File: src/rtl/lst_pkg.sv
// ----------------------------------------------------------------------------
// lst_pkg
// Types, timing constants and mode codes for the LCD scanline mode timer.
// ----------------------------------------------------------------------------
package lst_pkg;

    localparam int LINE_CYCLES    = 456;
    localparam int VISIBLE_LINES  = 144;
    localparam int LAST_LINE      = 153;
    localparam int OAM_SEARCH_MIN = 376;
    localparam int TRANSFER_MIN   = 204;

    // Countdown width follows from the reload value.
    localparam int CNT_W = $clog2(LINE_CYCLES + 1);

    localparam int IN_TDATA_W  = 24;
    localparam int OUT_TDATA_W = 32;

    localparam logic [1:0] MODE_HBLANK = 2'd0;
    localparam logic [1:0] MODE_VBLANK = 2'd1;
    localparam logic [1:0] MODE_OAM    = 2'd2;
    localparam logic [1:0] MODE_XFER   = 2'd3;

    // Bit positions inside status_irq_enables.
    localparam int IRQ_EN_HBLANK = 0;
    localparam int IRQ_EN_VBLANK = 1;
    localparam int IRQ_EN_OAM    = 2;
    localparam int IRQ_EN_COIN   = 3;

    typedef struct packed {
        logic [3:0] status_irq_enables;
        logic [7:0] line_compare;
        logic       lcd_enable;
        logic [5:0] elapsed_cycles;
    } item_t;

    typedef struct packed {
        logic       vram_access;
        logic       oam_access;
        logic       frame_done;
        logic [7:0] render_line;
        logic       render_strobe;
        logic       vblank_irq;
        logic       stat_irq;
        logic       coincidence;
        logic [1:0] lcd_mode;
        logic [7:0] current_line;
    } result_t;

endpackage

File: src/rtl/lst_in_stage.sv
// ----------------------------------------------------------------------------
// lst_in_stage
// Input register: holds one accepted request until the core consumes it.
// ----------------------------------------------------------------------------
module lst_in_stage (
    input  logic                            aclk,
    input  logic                            aresetn,
    input  logic                            s_tvalid,
    output logic                            s_tready,
    input  logic [lst_pkg::IN_TDATA_W-1:0]  s_tdata,
    input  logic                            advance,
    output logic                            item_valid,
    output lst_pkg::item_t                  item
);

    logic           vld_reg;
    logic           vld_next;
    lst_pkg::item_t item_reg;
    logic           take;

    assign s_tready   = !vld_reg || advance;
    assign take       = s_tvalid && s_tready;
    assign item_valid = vld_reg;
    assign item       = item_reg;

    always_comb begin
        if (take) begin
            vld_next = 1'b1;
        end else if (advance) begin
            vld_next = 1'b0;
        end else begin
            vld_next = vld_reg;
        end
    end

    always_ff @(posedge aclk) begin
        if (!aresetn) begin
            vld_reg <= 1'b0;
        end else begin
            vld_reg <= vld_next;
        end
    end

    always_ff @(posedge aclk) begin
        if (take) begin
            item_reg <= lst_pkg::item_t'(s_tdata[$bits(lst_pkg::item_t)-1:0]);
        end
    end

endmodule

File: src/rtl/lst_core.sv
// ----------------------------------------------------------------------------
// lst_core
// Line countdown, line counter and mode state with the per-request update.
// ----------------------------------------------------------------------------
module lst_core (
    input  logic             aclk,
    input  logic             aresetn,
    input  logic             advance,
    input  lst_pkg::item_t   item,
    output lst_pkg::result_t result
);

    logic [lst_pkg::CNT_W-1:0] count_reg, count_next;
    logic [7:0]                line_reg, line_next;
    logic [1:0]                mode_reg, mode_next;
    logic                      coin_reg, coin_next;
    logic                      oam_reg, oam_next;
    logic                      vram_reg, vram_next;

    logic [lst_pkg::CNT_W-1:0] elapsed_ext;
    logic [lst_pkg::CNT_W-1:0] remain;
    logic                      line_end;
    logic [8:0]                line_inc;
    logic                      mode_change;

    assign elapsed_ext = lst_pkg::CNT_W'(item.elapsed_cycles);
    // The countdown never sits at zero, so line end means elapsed covers it.
    assign line_end    = (count_reg <= elapsed_ext);
    assign remain      = count_reg - elapsed_ext;
    assign line_inc    = {1'b0, line_reg} + 9'd1;

    always_comb begin
        count_next  = count_reg;
        line_next   = line_reg;
        mode_next   = mode_reg;
        coin_next   = coin_reg;
        oam_next    = oam_reg;
        vram_next   = vram_reg;
        mode_change = 1'b0;
        result      = '0;

        if (!item.lcd_enable) begin
            count_next = lst_pkg::CNT_W'(lst_pkg::LINE_CYCLES);
            line_next  = 8'd0;
            mode_next  = lst_pkg::MODE_VBLANK;
            coin_next  = 1'b0;
            oam_next   = 1'b1;
            vram_next  = 1'b1;
        end else begin
            if ({1'b0, line_reg} >= 9'(lst_pkg::VISIBLE_LINES)) begin
                mode_next = lst_pkg::MODE_VBLANK;
            end else if (!line_end && remain >= lst_pkg::CNT_W'(lst_pkg::OAM_SEARCH_MIN)) begin
                mode_next = lst_pkg::MODE_OAM;
            end else if (!line_end && remain >= lst_pkg::CNT_W'(lst_pkg::TRANSFER_MIN)) begin
                mode_next = lst_pkg::MODE_XFER;
            end else begin
                mode_next = lst_pkg::MODE_HBLANK;
            end

            mode_change = (mode_next != mode_reg);
            if (mode_change) begin
                unique case (mode_next)
                    lst_pkg::MODE_HBLANK: begin
                        result.stat_irq = item.status_irq_enables[lst_pkg::IRQ_EN_HBLANK];
                    end
                    lst_pkg::MODE_VBLANK: begin
                        result.vblank_irq = 1'b1;
                        result.stat_irq   = item.status_irq_enables[lst_pkg::IRQ_EN_VBLANK];
                    end
                    lst_pkg::MODE_OAM: begin
                        result.stat_irq = item.status_irq_enables[lst_pkg::IRQ_EN_OAM];
                    end
                    default: begin
                        result.stat_irq = 1'b0;
                    end
                endcase
            end

            oam_next  = (mode_next == lst_pkg::MODE_HBLANK) ||
                        (mode_next == lst_pkg::MODE_VBLANK);
            vram_next = (mode_next != lst_pkg::MODE_XFER);

            coin_next = (line_reg == item.line_compare);
            if (coin_next && !coin_reg && item.status_irq_enables[lst_pkg::IRQ_EN_COIN]) begin
                result.stat_irq = 1'b1;
            end

            if (line_end) begin
                if ({1'b0, line_reg} < 9'(lst_pkg::VISIBLE_LINES)) begin
                    result.render_strobe = 1'b1;
                    result.render_line   = line_reg;
                end
                result.frame_done = (line_inc == 9'(lst_pkg::VISIBLE_LINES));
                if (line_inc > 9'(lst_pkg::LAST_LINE)) begin
                    line_next = 8'd0;
                end else begin
                    line_next = line_inc[7:0];
                end
                count_next = lst_pkg::CNT_W'(lst_pkg::LINE_CYCLES);
            end else begin
                count_next = remain;
            end
        end

        result.current_line = line_next;
        result.lcd_mode     = mode_next;
        result.coincidence  = coin_next;
        result.oam_access   = oam_next;
        result.vram_access  = vram_next;
    end

    always_ff @(posedge aclk) begin
        if (!aresetn) begin
            count_reg <= lst_pkg::CNT_W'(lst_pkg::LINE_CYCLES);
            line_reg  <= 8'd0;
            mode_reg  <= lst_pkg::MODE_VBLANK;
            coin_reg  <= 1'b0;
            oam_reg   <= 1'b1;
            vram_reg  <= 1'b1;
        end else if (advance) begin
            count_reg <= count_next;
            line_reg  <= line_next;
            mode_reg  <= mode_next;
            coin_reg  <= coin_next;
            oam_reg   <= oam_next;
            vram_reg  <= vram_next;
        end
    end

endmodule

File: src/rtl/lst_out_stage.sv
// ----------------------------------------------------------------------------
// lst_out_stage
// Result register that presents one finished result on the master side.
// ----------------------------------------------------------------------------
module lst_out_stage (
    input  logic                            aclk,
    input  logic                            aresetn,
    input  logic                            advance,
    input  lst_pkg::result_t                result,
    output logic                            out_free,
    output logic                            m_tvalid,
    input  logic                            m_tready,
    output logic [lst_pkg::OUT_TDATA_W-1:0] m_tdata
);

    logic             vld_reg;
    logic             vld_next;
    lst_pkg::result_t res_reg;

    assign out_free = !vld_reg || m_tready;
    assign m_tvalid = vld_reg;
    assign m_tdata  = lst_pkg::OUT_TDATA_W'(res_reg);

    always_comb begin
        if (advance) begin
            vld_next = 1'b1;
        end else if (m_tready) begin
            vld_next = 1'b0;
        end else begin
            vld_next = vld_reg;
        end
    end

    always_ff @(posedge aclk) begin
        if (!aresetn) begin
            vld_reg <= 1'b0;
        end else begin
            vld_reg <= vld_next;
        end
    end

    always_ff @(posedge aclk) begin
        if (advance) begin
            res_reg <= result;
        end
    end

endmodule

File: src/rtl/lcd_scanline_mode_timer_top.sv
// ----------------------------------------------------------------------------
// lcd_scanline_mode_timer_top
// LCD scanline timer: line countdown, line counter, mode, status interrupts.
// ----------------------------------------------------------------------------
//
//   Channel   Direction  Handshake            Payload
//   s_        in         s_tvalid/s_tready    elapsed, enable, compare, irq enables
//   m_        out        m_tvalid/m_tready    line, mode, flags, pulses, render line
//
// Every request yields exactly one result. A request is registered on
// acceptance; once the result register is free, the core updates its line
// state and forms the result, and the result register captures it and offers
// it on the master side. One request is taken every cycle while the result is
// not stalled. The line state feeds back through one subtract and a few
// compares. Reset (aresetn low, synchronous) empties both stages and returns
// the timer to line 0, vertical blank, full countdown. A stalled result holds
// in the output register while one more request waits in the input register;
// beyond that s_tready drops.
//
// The LCD enable low forces the timer back to its reset state for that
// request and suppresses every pulse. Mode follows standard thresholds on
// the countdown after the elapsed cycles are taken off; interrupts fire
// only on entry to a mode or on a rising coincidence, gated by the enables.
// A line end drops any surplus cycles and advances only a single line.
module lcd_scanline_mode_timer_top (
    input  logic        aclk,
    input  logic        aresetn,
    input  logic        s_tvalid,
    output logic        s_tready,
    // [5:0] elapsed_cycles, [6] lcd_enable, [14:7] line_compare,
    // [18:15] status_irq_enables, [23:19] zero
    input  logic [23:0] s_tdata,
    output logic        m_tvalid,
    input  logic        m_tready,
    // [7:0] current_line, [9:8] lcd_mode, [10] coincidence, [11] stat_irq,
    // [12] vblank_irq, [13] render_strobe, [21:14] render_line,
    // [22] frame_done, [23] oam_access, [24] vram_access, [31:25] zero
    output logic [31:0] m_tdata
);

    lst_pkg::item_t   item;
    lst_pkg::result_t result;
    logic             item_valid;
    logic             out_free;
    logic             advance;

    // The core moves a request forward whenever the result register can take it.
    assign advance = item_valid && out_free;

    lst_in_stage u_in (
        .aclk       (aclk),
        .aresetn    (aresetn),
        .s_tvalid   (s_tvalid),
        .s_tready   (s_tready),
        .s_tdata    (s_tdata),
        .advance    (advance),
        .item_valid (item_valid),
        .item       (item)
    );

    lst_core u_core (
        .aclk    (aclk),
        .aresetn (aresetn),
        .advance (advance),
        .item    (item),
        .result  (result)
    );

    lst_out_stage u_out (
        .aclk     (aclk),
        .aresetn  (aresetn),
        .advance  (advance),
        .result   (result),
        .out_free (out_free),
        .m_tvalid (m_tvalid),
        .m_tready (m_tready),
        .m_tdata  (m_tdata)
    );

endmodule

File: config.mk
export PLATFORM = sky130hd
export DESIGN_NAME = lcd_scanline_mode_timer_top
export DESIGN_NICKNAME = d
export VERILOG_FILES = /design/src/rtl/lst_pkg.sv /design/src/rtl/lst_in_stage.sv /design/src/rtl/lst_core.sv /design/src/rtl/lst_out_stage.sv /design/src/rtl/lcd_scanline_mode_timer_top.sv
export SDC_FILE = /design/constraint.sdc
export NUM_CORES = 1
export LEC_CHECK = 0
export BUFFER_PORTS_ARGS = -buffer_cell sky130_fd_sc_hd__buf_2
export CAP_MARGIN = 10
export CORE_MARGIN = 3
export CORE_UTILIZATION = 52
export CTS_BUF_LIST = sky130_fd_sc_hd__clkbuf_8
export CTS_CLUSTER_DIAMETER = 150
export DETAILED_ROUTE_END_ITERATION = 8
export PLACE_DENSITY = 0.87
export SLEW_MARGIN = 20
export SYNTH_ARGS = -nofsm -noshare
export SYNTH_HDL_FRONTEND = slang
export SYNTH_SLANG_ARGS = --single-unit
export TNS_END_PERCENT = 10
File: constraint.sdc
create_clock -name aclk -period 2.75 [get_ports aclk]
set_input_delay 0.275 -clock aclk [delete_from_list [all_inputs] [get_ports aclk]]
set_output_delay 0.275 -clock aclk [all_outputs]
set_load 0.005 [all_outputs]
==> impl_metrics.sql, run 1 <==
INSERT INTO impl_metrics (metric_group, metric, value, unit) VALUES
('timing', 'finalHoldViolations', '0', ''),
('layout', 'flip_flop_count_of_the_largest_register_after_layout', '25', ''),
('synth', 'synth_warnings', '0', ''),
('timing', 'max_slew.worst_pin.slew', '0.861', 'ns'),
('clocking', 'ctsHoldBuffers', '0', ''),
('place', 'detailed_place_hpwl', '5430', 'µm'),
('clocking', 'worst_skew_pair.late_latency', '0.35', 'ns'),
('drt', 'wl_per_cell', '15.6', 'µm'),
('synth', 'ys_async_sr_fraction', '0', '%'),
('layout', 'layout.cells.most_common_list', '49 x sky130_fd_sc_hd__buf_2, 44 x sky130_fd_sc_hd__edfxtp_1, 28 x sky130_fd_sc_hd__nand3_1, 27 x sky130_fd_sc_hd__nand2_1, 22 x sky130_fd_sc_hd__dfxtp_1', ''),
('synth', 'synth_enable_flop_cells', '44', ''),
('synth', 'synth_compound_gate_area_share', '15.0', '%'),
('place', 'port_buffers', '49', ''),
('grt', 'grt_remaining_overflow', '0', ''),
('place', 'placed_cells', '474', ''),
('grt', 'grt_use_total', '20.5', '%'),
('floorplanning', 'initial_utilization', '54.4', '%'),
('power_and_ir_drop', 'power_per_cell_area', '510', 'nW/µm²'),
('drt', 'vias_per_cell', '5.85', ''),
('worst_setup_path', 'timing.critical_path.from_type', 'flop', ''),
('worst_setup_path', 'critical_path_sink_type', 'flop', ''),
('status', 'outcome', 'finished clean', ''),
('clocking', 'tritoncts_buffers', '9', ''),
('synth', 'synthMuxAreaShare', '0.285', '%'),
('timing', 'finalCriticalPeriod', '2.74', 'ns'),
('place', 'pre_cts_slack', '-0.0531', 'ns'),
('power_and_ir_drop', 'cellLeakagePower', '1.57', 'nW'),
('timing', 'fin_ws', '0.00783', 'ns'),
('drt', 'totalWireLength', '7660', 'µm'),
('synth', 'synth_area_per_cell', '10.1', 'µm²'),
('timing', 'rsz0062_at_grt', 'yes', ''),
('synth', 'number_of_cells_produced_by_synthesis', '349', ''),
('min_path', 'worstHoldPathType', 'in -> reg', ''),
('layout', 'finalNetCount', '446', ''),
('floorplanning', 'floorplan.die.height', '88.2', 'µm'),
('floorplanning', 'design.core.area', '6460', 'µm²'),
('grt', 'grt_antenna_before_repair', '0', ''),
('timing', 'clock_skew', '0.0133', 'ns'),
('worst_setup_path', 'crit_type', 'reg -> reg', ''),
('floorplanning', 'design.die.area', '7770', 'µm²'),
('run', 'drv.max_cap_violation_count', '0', ''),
('layout', 'areaGrowthSynthToFinish', '17.2', '%'),
('grt', 'pin_count_of_the_biggest_net_entering_global_routing', '22', ''),
('place', 'place_area', '3870', 'µm²'),
('drt', 'final_antenna_net_count', '0', ''),
('worst_setup_path', 'arrival', '2.97', 'ns'),
('layout', 'post-route-cell-area', '4120', 'µm²'),
('layout', 'antenna_cells', '0', ''),
('synth', 'synth.distinct_cells', '64', ''),
('timing', 'whs', '0.0927', 'ns'),
('clocking', 'cts_max_path_buffers', '2', ''),
('timing', 'slew_headroom', '42.6', '%'),
('timing', 'setup_viol_count_final', '0', ''),
('floorplanning', 'std_cell_rows', '29', ''),
('timing', 'max_freq', '365', 'MHz'),
('drt', 'dr_total_vias', '2867', ''),
('synth', 'xor_and_xnor_area_share_after_synthesis', '4.74', '%'),
('synth', 'ys_seq_area_share', '50.2', '%'),
('clocking', 'tritoncts_clock_tree', 'built', ''),
('synth', 'largest_family_of_logic_cells_by_synthesized_area', 'simple AND/OR/NAND/NOR gates', ''),
('place', 'globalplace.congestion', '0.932', ''),
('layout', 'final_common_cell', 'sky130_fd_sc_hd__buf_2', ''),
('worst_setup_path', 'worst-path-max-fanout', '7', ''),
('synth', 'synthAdderAreaFrac', '3.78', '%'),
('power_and_ir_drop', 'max-vdd-ir-drop', '0.346', 'mV'),
('clocking', 'cts_htree_levels', '3', ''),
('synth', 'syn-cell-area', '3510', 'µm²'),
('grt', 'number_of_global_route_vias_before_repair', '2608', ''),
('synth', 'synth_flop_type', 'sky130_fd_sc_hd__edfxtp_1', ''),
('timing', 'drv_slew', '0', ''),
('clocking', 'cts.reportedPaths.clkPinSlew', '0.07', 'ns');
==> cell type report <==
class / instances / area, µm²
timing repair buffer: 69 / 395
clock inverter: 4 / 18.8
tap: 77 / 96.3
sequential: 66 / 1760
inverter: 19 / 71.3
clock buffer: 12 / 165
fill: 512 / 2340
multi-input combinational: 243 / 1610
==> worst max-delay path, stage by stage (launching register included) <==
cell and delay (ns):
sky130_fd_sc_hd__edfxtp_1 0.35, sky130_fd_sc_hd__inv_1 0.08, sky130_fd_sc_hd__ha_2 0.32, sky130_fd_sc_hd__nor4b_1 0.17, sky130_fd_sc_hd__a2111oi_2 0.33, sky130_fd_sc_hd__o311ai_2 0.19
sky130_fd_sc_hd__a211oi_2 0.35, sky130_fd_sc_hd__nor3_1 0.13, sky130_fd_sc_hd__a22oi_2 0.29, sky130_fd_sc_hd__a31oi_1 0.14, sky130_fd_sc_hd__a211o_1 0.28
==> report_power, final <==
group	total (W)	switching, W	leakage, nW	internal, W
Clock	0.000730	0.000339	0.0986	0.000391
Sequential	0.00112	0.0000176	0.590	0.00110
Combinational	0.000250	0.000146	0.880	0.000104
Total	0.00210	0.000502	1.57	0.00160
==> stage by stage <==
stage | util [%] | total power (W) | TNS, ns
final | 63.7 | 0.00210 | 0
after global routing | 63.7 | 0.00220 | -0.332
after CTS | 62.9 | 0.00210 | -0.0162
after detailed placement | 59.9 | 0.00137 | -0.0914
after global placement | 59.9 | 0.00136 | 0
after floorplan | - | 0.00130 | 0
==> worst paths after layout <==
kind                                     start                              end  slack, ns  cells past startpoint
setup / recovery        u_in.item[5]$_DFFE_PP_  u_core.mode_reg[0]$_SDFFE_PN1P_      0.008                     10
hold / removal                     s_tdata[14]          u_in.item[14]$_DFFE_PP_       0.09                      1
setup reg to reg        u_in.item[5]$_DFFE_PP_  u_core.mode_reg[0]$_SDFFE_PN1P_      0.008                     10
hold reg to reg   u_core.coin_reg$_SDFFE_PN0P_     u_core.coin_reg$_SDFFE_PN0P_       0.45                      2
==> cell families after synthesis <==
logic type,Yosys count
AO/OA/AOI/OAI,74
other,1
XOR/XNOR,19
buffers and inverters,46
adder cells (fa/ha/maj),10
AND/OR/NAND/NOR,132
multiplexers,1
flip-flops,66
==> repair_timing <==
item | in CTS | in global routing
endpoints found under the setup margin | 5 | 5
pin swaps | 3 | 6
buffers inserted | 0 | 0
resized for setup | 3 | 10
endpoints found under the hold margin | 0 | 0
==> cell usage after synthesis, types with 2 or more instances <==
cell type / count / area (µm²)
sky130_fd_sc_hd__nand4_1: 9 / 56.3
sky130_fd_sc_hd__and3_1: 4 / 25.0
sky130_fd_sc_hd__clkbuf_1: 9 / 33.8
sky130_fd_sc_hd__inv_1: 18 / 67.6
sky130_fd_sc_hd__nand4b_1: 3 / 26.3
sky130_fd_sc_hd__o21ai_0: 13 / 65.1
sky130_fd_sc_hd__nor3_1: 14 / 70.1
sky130_fd_sc_hd__a21o_1: 2 / 15.0
sky130_fd_sc_hd__and2_1: 6 / 37.5
sky130_fd_sc_hd__nor2b_1: 4 / 25.0
sky130_fd_sc_hd__edfxtp_1: 44 / 1320
sky130_fd_sc_hd__nor4_1: 2 / 12.5
sky130_fd_sc_hd__nand2b_1: 2 / 12.5
sky130_fd_sc_hd__nand3_1: 28 / 140
sky130_fd_sc_hd__a21oi_2: 2 / 17.5
sky130_fd_sc_hd__xor2_1: 5 / 43.8
sky130_fd_sc_hd__o21ai_1: 2 / 10.0
sky130_fd_sc_hd__o211ai_1: 5 / 37.5
sky130_fd_sc_hd__dfxtp_1: 22 / 440
sky130_fd_sc_hd__and3b_1: 2 / 17.5
sky130_fd_sc_hd__buf_4: 10 / 75.1
sky130_fd_sc_hd__nand2_1: 27 / 101
sky130_fd_sc_hd__ha_1: 9 / 113
sky130_fd_sc_hd__xnor2_1: 14 / 123
sky130_fd_sc_hd__o21a_1: 3 / 22.5
sky130_fd_sc_hd__a32oi_1: 2 / 17.5
sky130_fd_sc_hd__nor2_1: 21 / 78.8
sky130_fd_sc_hd__a21oi_1: 16 / 80.1
sky130_fd_sc_hd__nand3b_1: 3 / 22.5
sky130_fd_sc_hd__buf_2: 7 / 35.0
sky130_fd_sc_hd__a211o_1: 2 / 17.5
sky130_fd_sc_hd__a31oi_1: 5 / 31.3
sky130_fd_sc_hd__a22o_1: 3 / 26.3
==> metal layers <==
metal | share of wire, % | GRT usage (%)
met2 | 49 | 34.7
met3 | 7.1 | 7.43
met1 | 40 | 23.6
met5 | 0 | 0
met4 | 3.7 | 7.97
Note: power is estimated with default switching activity, not from simulation.
==> run 2, diff against run 1 <==
--- a/config.mk
+++ b/config.mk
@@ -7,8 +7,10 @@
 export LEC_CHECK = 0
 export BUFFER_PORTS_ARGS = -buffer_cell sky130_fd_sc_hd__buf_2
 export CAP_MARGIN = 10
+export CELL_PAD_IN_SITES_DETAIL_PLACEMENT = 0
+export CELL_PAD_IN_SITES_GLOBAL_PLACEMENT = 1
 export CORE_MARGIN = 3
-export CORE_UTILIZATION = 52
+export CORE_UTILIZATION = 40
 export CTS_BUF_LIST = sky130_fd_sc_hd__clkbuf_8
 export CTS_CLUSTER_DIAMETER = 150
 export DETAILED_ROUTE_END_ITERATION = 8
==> impl_metrics.sql, run 2 (synthesis results as in run 1) <==
INSERT INTO impl_metrics (metric_group, metric, value, unit) VALUES
('timing', 'setup_viol_count_final', '0', ''),
('worst_setup_path', 'arrival', '2.84', 'ns'),
('power_and_ir_drop', 'max-vdd-ir-drop', '0.560', 'mV'),
('layout', 'layout.cells.most_common_list', '49 x sky130_fd_sc_hd__buf_2, 44 x sky130_fd_sc_hd__edfxtp_1, 28 x sky130_fd_sc_hd__nand3_1, 26 x sky130_fd_sc_hd__nand2_1, 22 x sky130_fd_sc_hd__dfxtp_1', ''),
('timing', 'setup_total_negative_slack', '0', 'ns'),
('drt', 'firstDrtPassIters', '4', ''),
('drt', 'drt-initial-drc-count', '215', ''),
('min_path', 'hold_start', 's_tdata[9]', ''),
('clocking', 'tritoncts_clock_tree', 'built', ''),
('worst_setup_path', 'worstSetupPathDepth', '12', ''),
('drt', 'totalWireLength', '7760', 'µm'),
('layout', 'num-fill-cells', '795', ''),
('worst_setup_path', 'timing.critical_path.from_type', 'flop', ''),
('clocking', 'cts.reportedPaths.clkPinSlew', '0.08', 'ns'),
('layout', 'layout.cells.non_filler', '519', ''),
('worst_setup_path', 'critical_path.top_delay_family', 'compound AO/OA/AOI/OAI gates', ''),
('layout', 'antenna_cells', '0', ''),
('grt', 'number_of_global_route_vias_before_repair', '2567', ''),
('worst_setup_path', 'worst_path_largest_cell_delay', '0.42', 'ns'),
('layout', 'areaGrowthSynthToFinish', '20.4', '%'),
('grt', 'pin_count_of_the_biggest_net_entering_global_routing', '20', ''),
('power_and_ir_drop', 'power_per_cell_area', '559', 'nW/µm²'),
('power_and_ir_drop', 'cellLeakagePower', '1.60', 'nW'),
('clocking', 'clock-root-buffer', 'sky130_fd_sc_hd__clkbuf_8', ''),
('worst_setup_path', 'r2r-start', 'u_core.count_reg[0]$_SDFFE_PN0P_', ''),
('floorplanning', 'std_cell_rows', '33', ''),
('worst_setup_path', 'crit_path_top_delay_cell', 'sky130_fd_sc_hd__o32a_1', ''),
('clocking', 'cts_htree_levels', '3', ''),
('floorplanning', 'initial_utilization', '41.9', '%'),
('clocking', 'worst_skew_pair.late_latency', '0.36', 'ns'),
('worst_setup_path', 'crit-reg2reg-capture', 'u_out.m_tdata[11]$_SDFFCE_PN0P_', ''),
('drt', 'dr_total_vias', '2761', ''),
('worst_setup_path', 'r2r.worst_path.cells', '12', ''),
('worst_setup_path', 'critPathRequiredTime', '2.86', 'ns'),
('run', 'drv.max_cap_violation_count', '0', ''),
('worst_setup_path', 'crit_type', 'reg -> reg', ''),
('clocking', 'ctsHoldBuffers', '0', ''),
('timing', 'max_freq', '367', 'MHz'),
('drt', 'final_antenna_net_count', '0', ''),
('grt', 'grt_remaining_overflow', '0', ''),
('floorplanning', 'boundary_pin_count', '62', ''),
('timing', 'finalCriticalPeriod', '2.72', 'ns'),
('min_path', 'min_delay_path_depth', '1', ''),
('worst_setup_path', 'worst_path_most_repeated_cell', 'sky130_fd_sc_hd__inv_1', ''),
('floorplanning', 'design.core.area', '8380', 'µm²'),
('status', 'outcome', 'finished clean', ''),
('min_path', 'worstHoldPathType', 'in -> reg', ''),
('worst_setup_path', 'critical_path_sink_type', 'flop', ''),
('place', 'placed_cells', '503', ''),
('worst_setup_path', 'worstPathCellList', 'inv_1 -> ha_2 -> inv_1 -> fa_2 -> a211o_1 -> o21ai_2 -> xnor2_2 -> a211oi_2 -> o32a_1 -> a22o_1 -> mux2i_1 -> o21ai_1', ''),
('place', 'globalplace.congestion', '0.894', ''),
('layout', 'flip_flop_count_of_the_largest_register_after_layout', '25', ''),
('timing', 'slew_headroom', '45.9', '%'),
('place', 'detailed_place_hpwl', '5580', 'µm'),
('grt', 'wire_length_of_the_first_global_routing_pass', '12700', 'µm'),
('place', 'port_buffers', '49', ''),
('timing', 'rsz0062_at_grt', 'yes', ''),
('grt', 'grt_antenna_before_repair', '0', ''),
('clocking', 'cts_max_path_buffers', '2', ''),
('drt', 'drc_errors_left', '0', ''),
('timing', 'clock_skew', '0.0145', 'ns'),
('worst_setup_path', 'worst-path-max-fanout', '4', ''),
('timing', 'max_slew.worst_pin.slew', '0.812', 'ns'),
('floorplanning', 'design.die.area', '9940', 'µm²'),
('clocking', 'cts_num_sinks', '66', ''),
('timing', 'finalCritPeriodShare', '99.1', '%'),
('floorplanning', 'floorplan.die.height', '99.7', 'µm'),
('drt', 'vias_per_cell', '5.32', ''),
('power_and_ir_drop', 'report.power.total', '0.00236', 'W'),
('drt', 'wl_per_cell', '15.0', 'µm'),
('timing', 'finalHoldViolations', '0', ''),
('floorplanning', 'die_width', '99.7', 'µm'),
('worst_setup_path', 'r2r_setup_slack', '0.03', 'ns'),
('clocking', 'tritoncts_buffers', '9', ''),
('timing', 'drv_slew', '0', ''),
('min_path', 'endpoint_with_the_worst_hold_slack', 'u_in.item[9]$_DFFE_PP_', ''),
('timing', 'whs', '0.0892', 'ns'),
('worst_setup_path', 'wp_buf_inv', '2', ''),
('layout', 'final_common_cell', 'sky130_fd_sc_hd__buf_2', ''),
('grt', 'grt_use_total', '16.2', '%'),
('layout', 'finalNetCount', '447', ''),
('layout', 'final_layout_size_suffix_gt1_share', '25.8', '%');
==> run 2: cell count changes in the layout (fill, tap and decap cells not counted), moves of 2 or more <==
cell                        change
sky130_fd_sc_hd__bufinv_16      +3
sky130_fd_sc_hd__nor3_2         -2
sky130_fd_sc_hd__clkbuf_8       -3
sky130_fd_sc_hd__nor3_1         +2
==> run 2: stage by stage <==
step           utilization (%)  area [µm²]  worst slack (ns)
2_1_floorplan                -        3530             0.108
3_3_place_gp              46.7        3910           0.00469
3_5_place_dp              46.7        3910           -0.0872
4_1_cts                   49.7        4170            0.0188
5_1_grt                   50.4        4230            -0.122
6_report                  50.4        4230            0.0255
==> run 2: layout make-up <==
type | count | area [µm²] | area share (%)
clock inverters | 7 | 116 | 2.75
well taps | 105 | 131 | 3.11
multi-input cells | 243 | 1620 | 38.3
inverters | 19 | 71.3 | 1.69
flip-flops and latches | 66 | 1760 | 41.7
repair buffers | 70 | 403 | 9.53
clock buffers | 9 | 124 | 2.93
==> run 2: what timing repair did <==
item                                    CTS  global route
resized for setup                         4            10
buffers inserted                          0             0
pin swaps                                 3             8
hold endpoints to repair                  0             0
endpoints found under the setup margin    3             8
==> run 2: worst register-to-register path: cells and delay by family, from the launching register on <==
kind | cells | cell delay, ns
fa+ha+maj | 2 | 0.50
compound gates | 6 | 1.30
buf+inv | 2 | 0.10
flops | 1 | 0.31
xor+xnor | 1 | 0.15
mux | 1 | 0.13
==> run 2: worst max path at each step <==
stage / startpoint / endpoint
2_1_floorplan: u_core.count_reg[0]$_SDFFE_PN0P_ / u_out.m_tdata[11]$_SDFFCE_PN0P_
3_3_place_gp: u_core.count_reg[0]$_SDFFE_PN0P_ / u_out.m_tdata[11]$_SDFFCE_PN0P_
3_5_place_dp: u_core.count_reg[0]$_SDFFE_PN0P_ / u_out.m_tdata[11]$_SDFFCE_PN0P_
4_1_cts: u_core.count_reg[0]$_SDFFE_PN0P_ / u_out.m_tdata[11]$_SDFFCE_PN0P_
5_1_grt: u_core.count_reg[0]$_SDFFE_PN0P_ / u_out.m_tdata[11]$_SDFFCE_PN0P_
6_report: u_core.count_reg[0]$_SDFFE_PN0P_ / u_out.m_tdata[11]$_SDFFCE_PN0P_
==> run 2: report_power, final <==
part | internal [W] | total (W) | switching, W
combinational | 0.000109 | 0.000253 | 0.000144
sequential | 0.00110 | 0.00112 | 0.0000188
clock | 0.000602 | 0.000991 | 0.000389
==> run 2: metal layers <==
| layer | wire [µm] | vias up | global-route usage, % | part of all wire (%) |
|---|---|---|---|---|
| li1 | - | 1386 | - | - |
| met1 | 3640 | 1275 | 22.7 | 47 |
| met2 | 3470 | 89 | 23.9 | 45 |
| met3 | 496 | 11 | 4.56 | 6.4 |
| met4 | 157 | 0 | 6.20 | 2.0 |
| met5 | 0 | - | 0 | 0 |
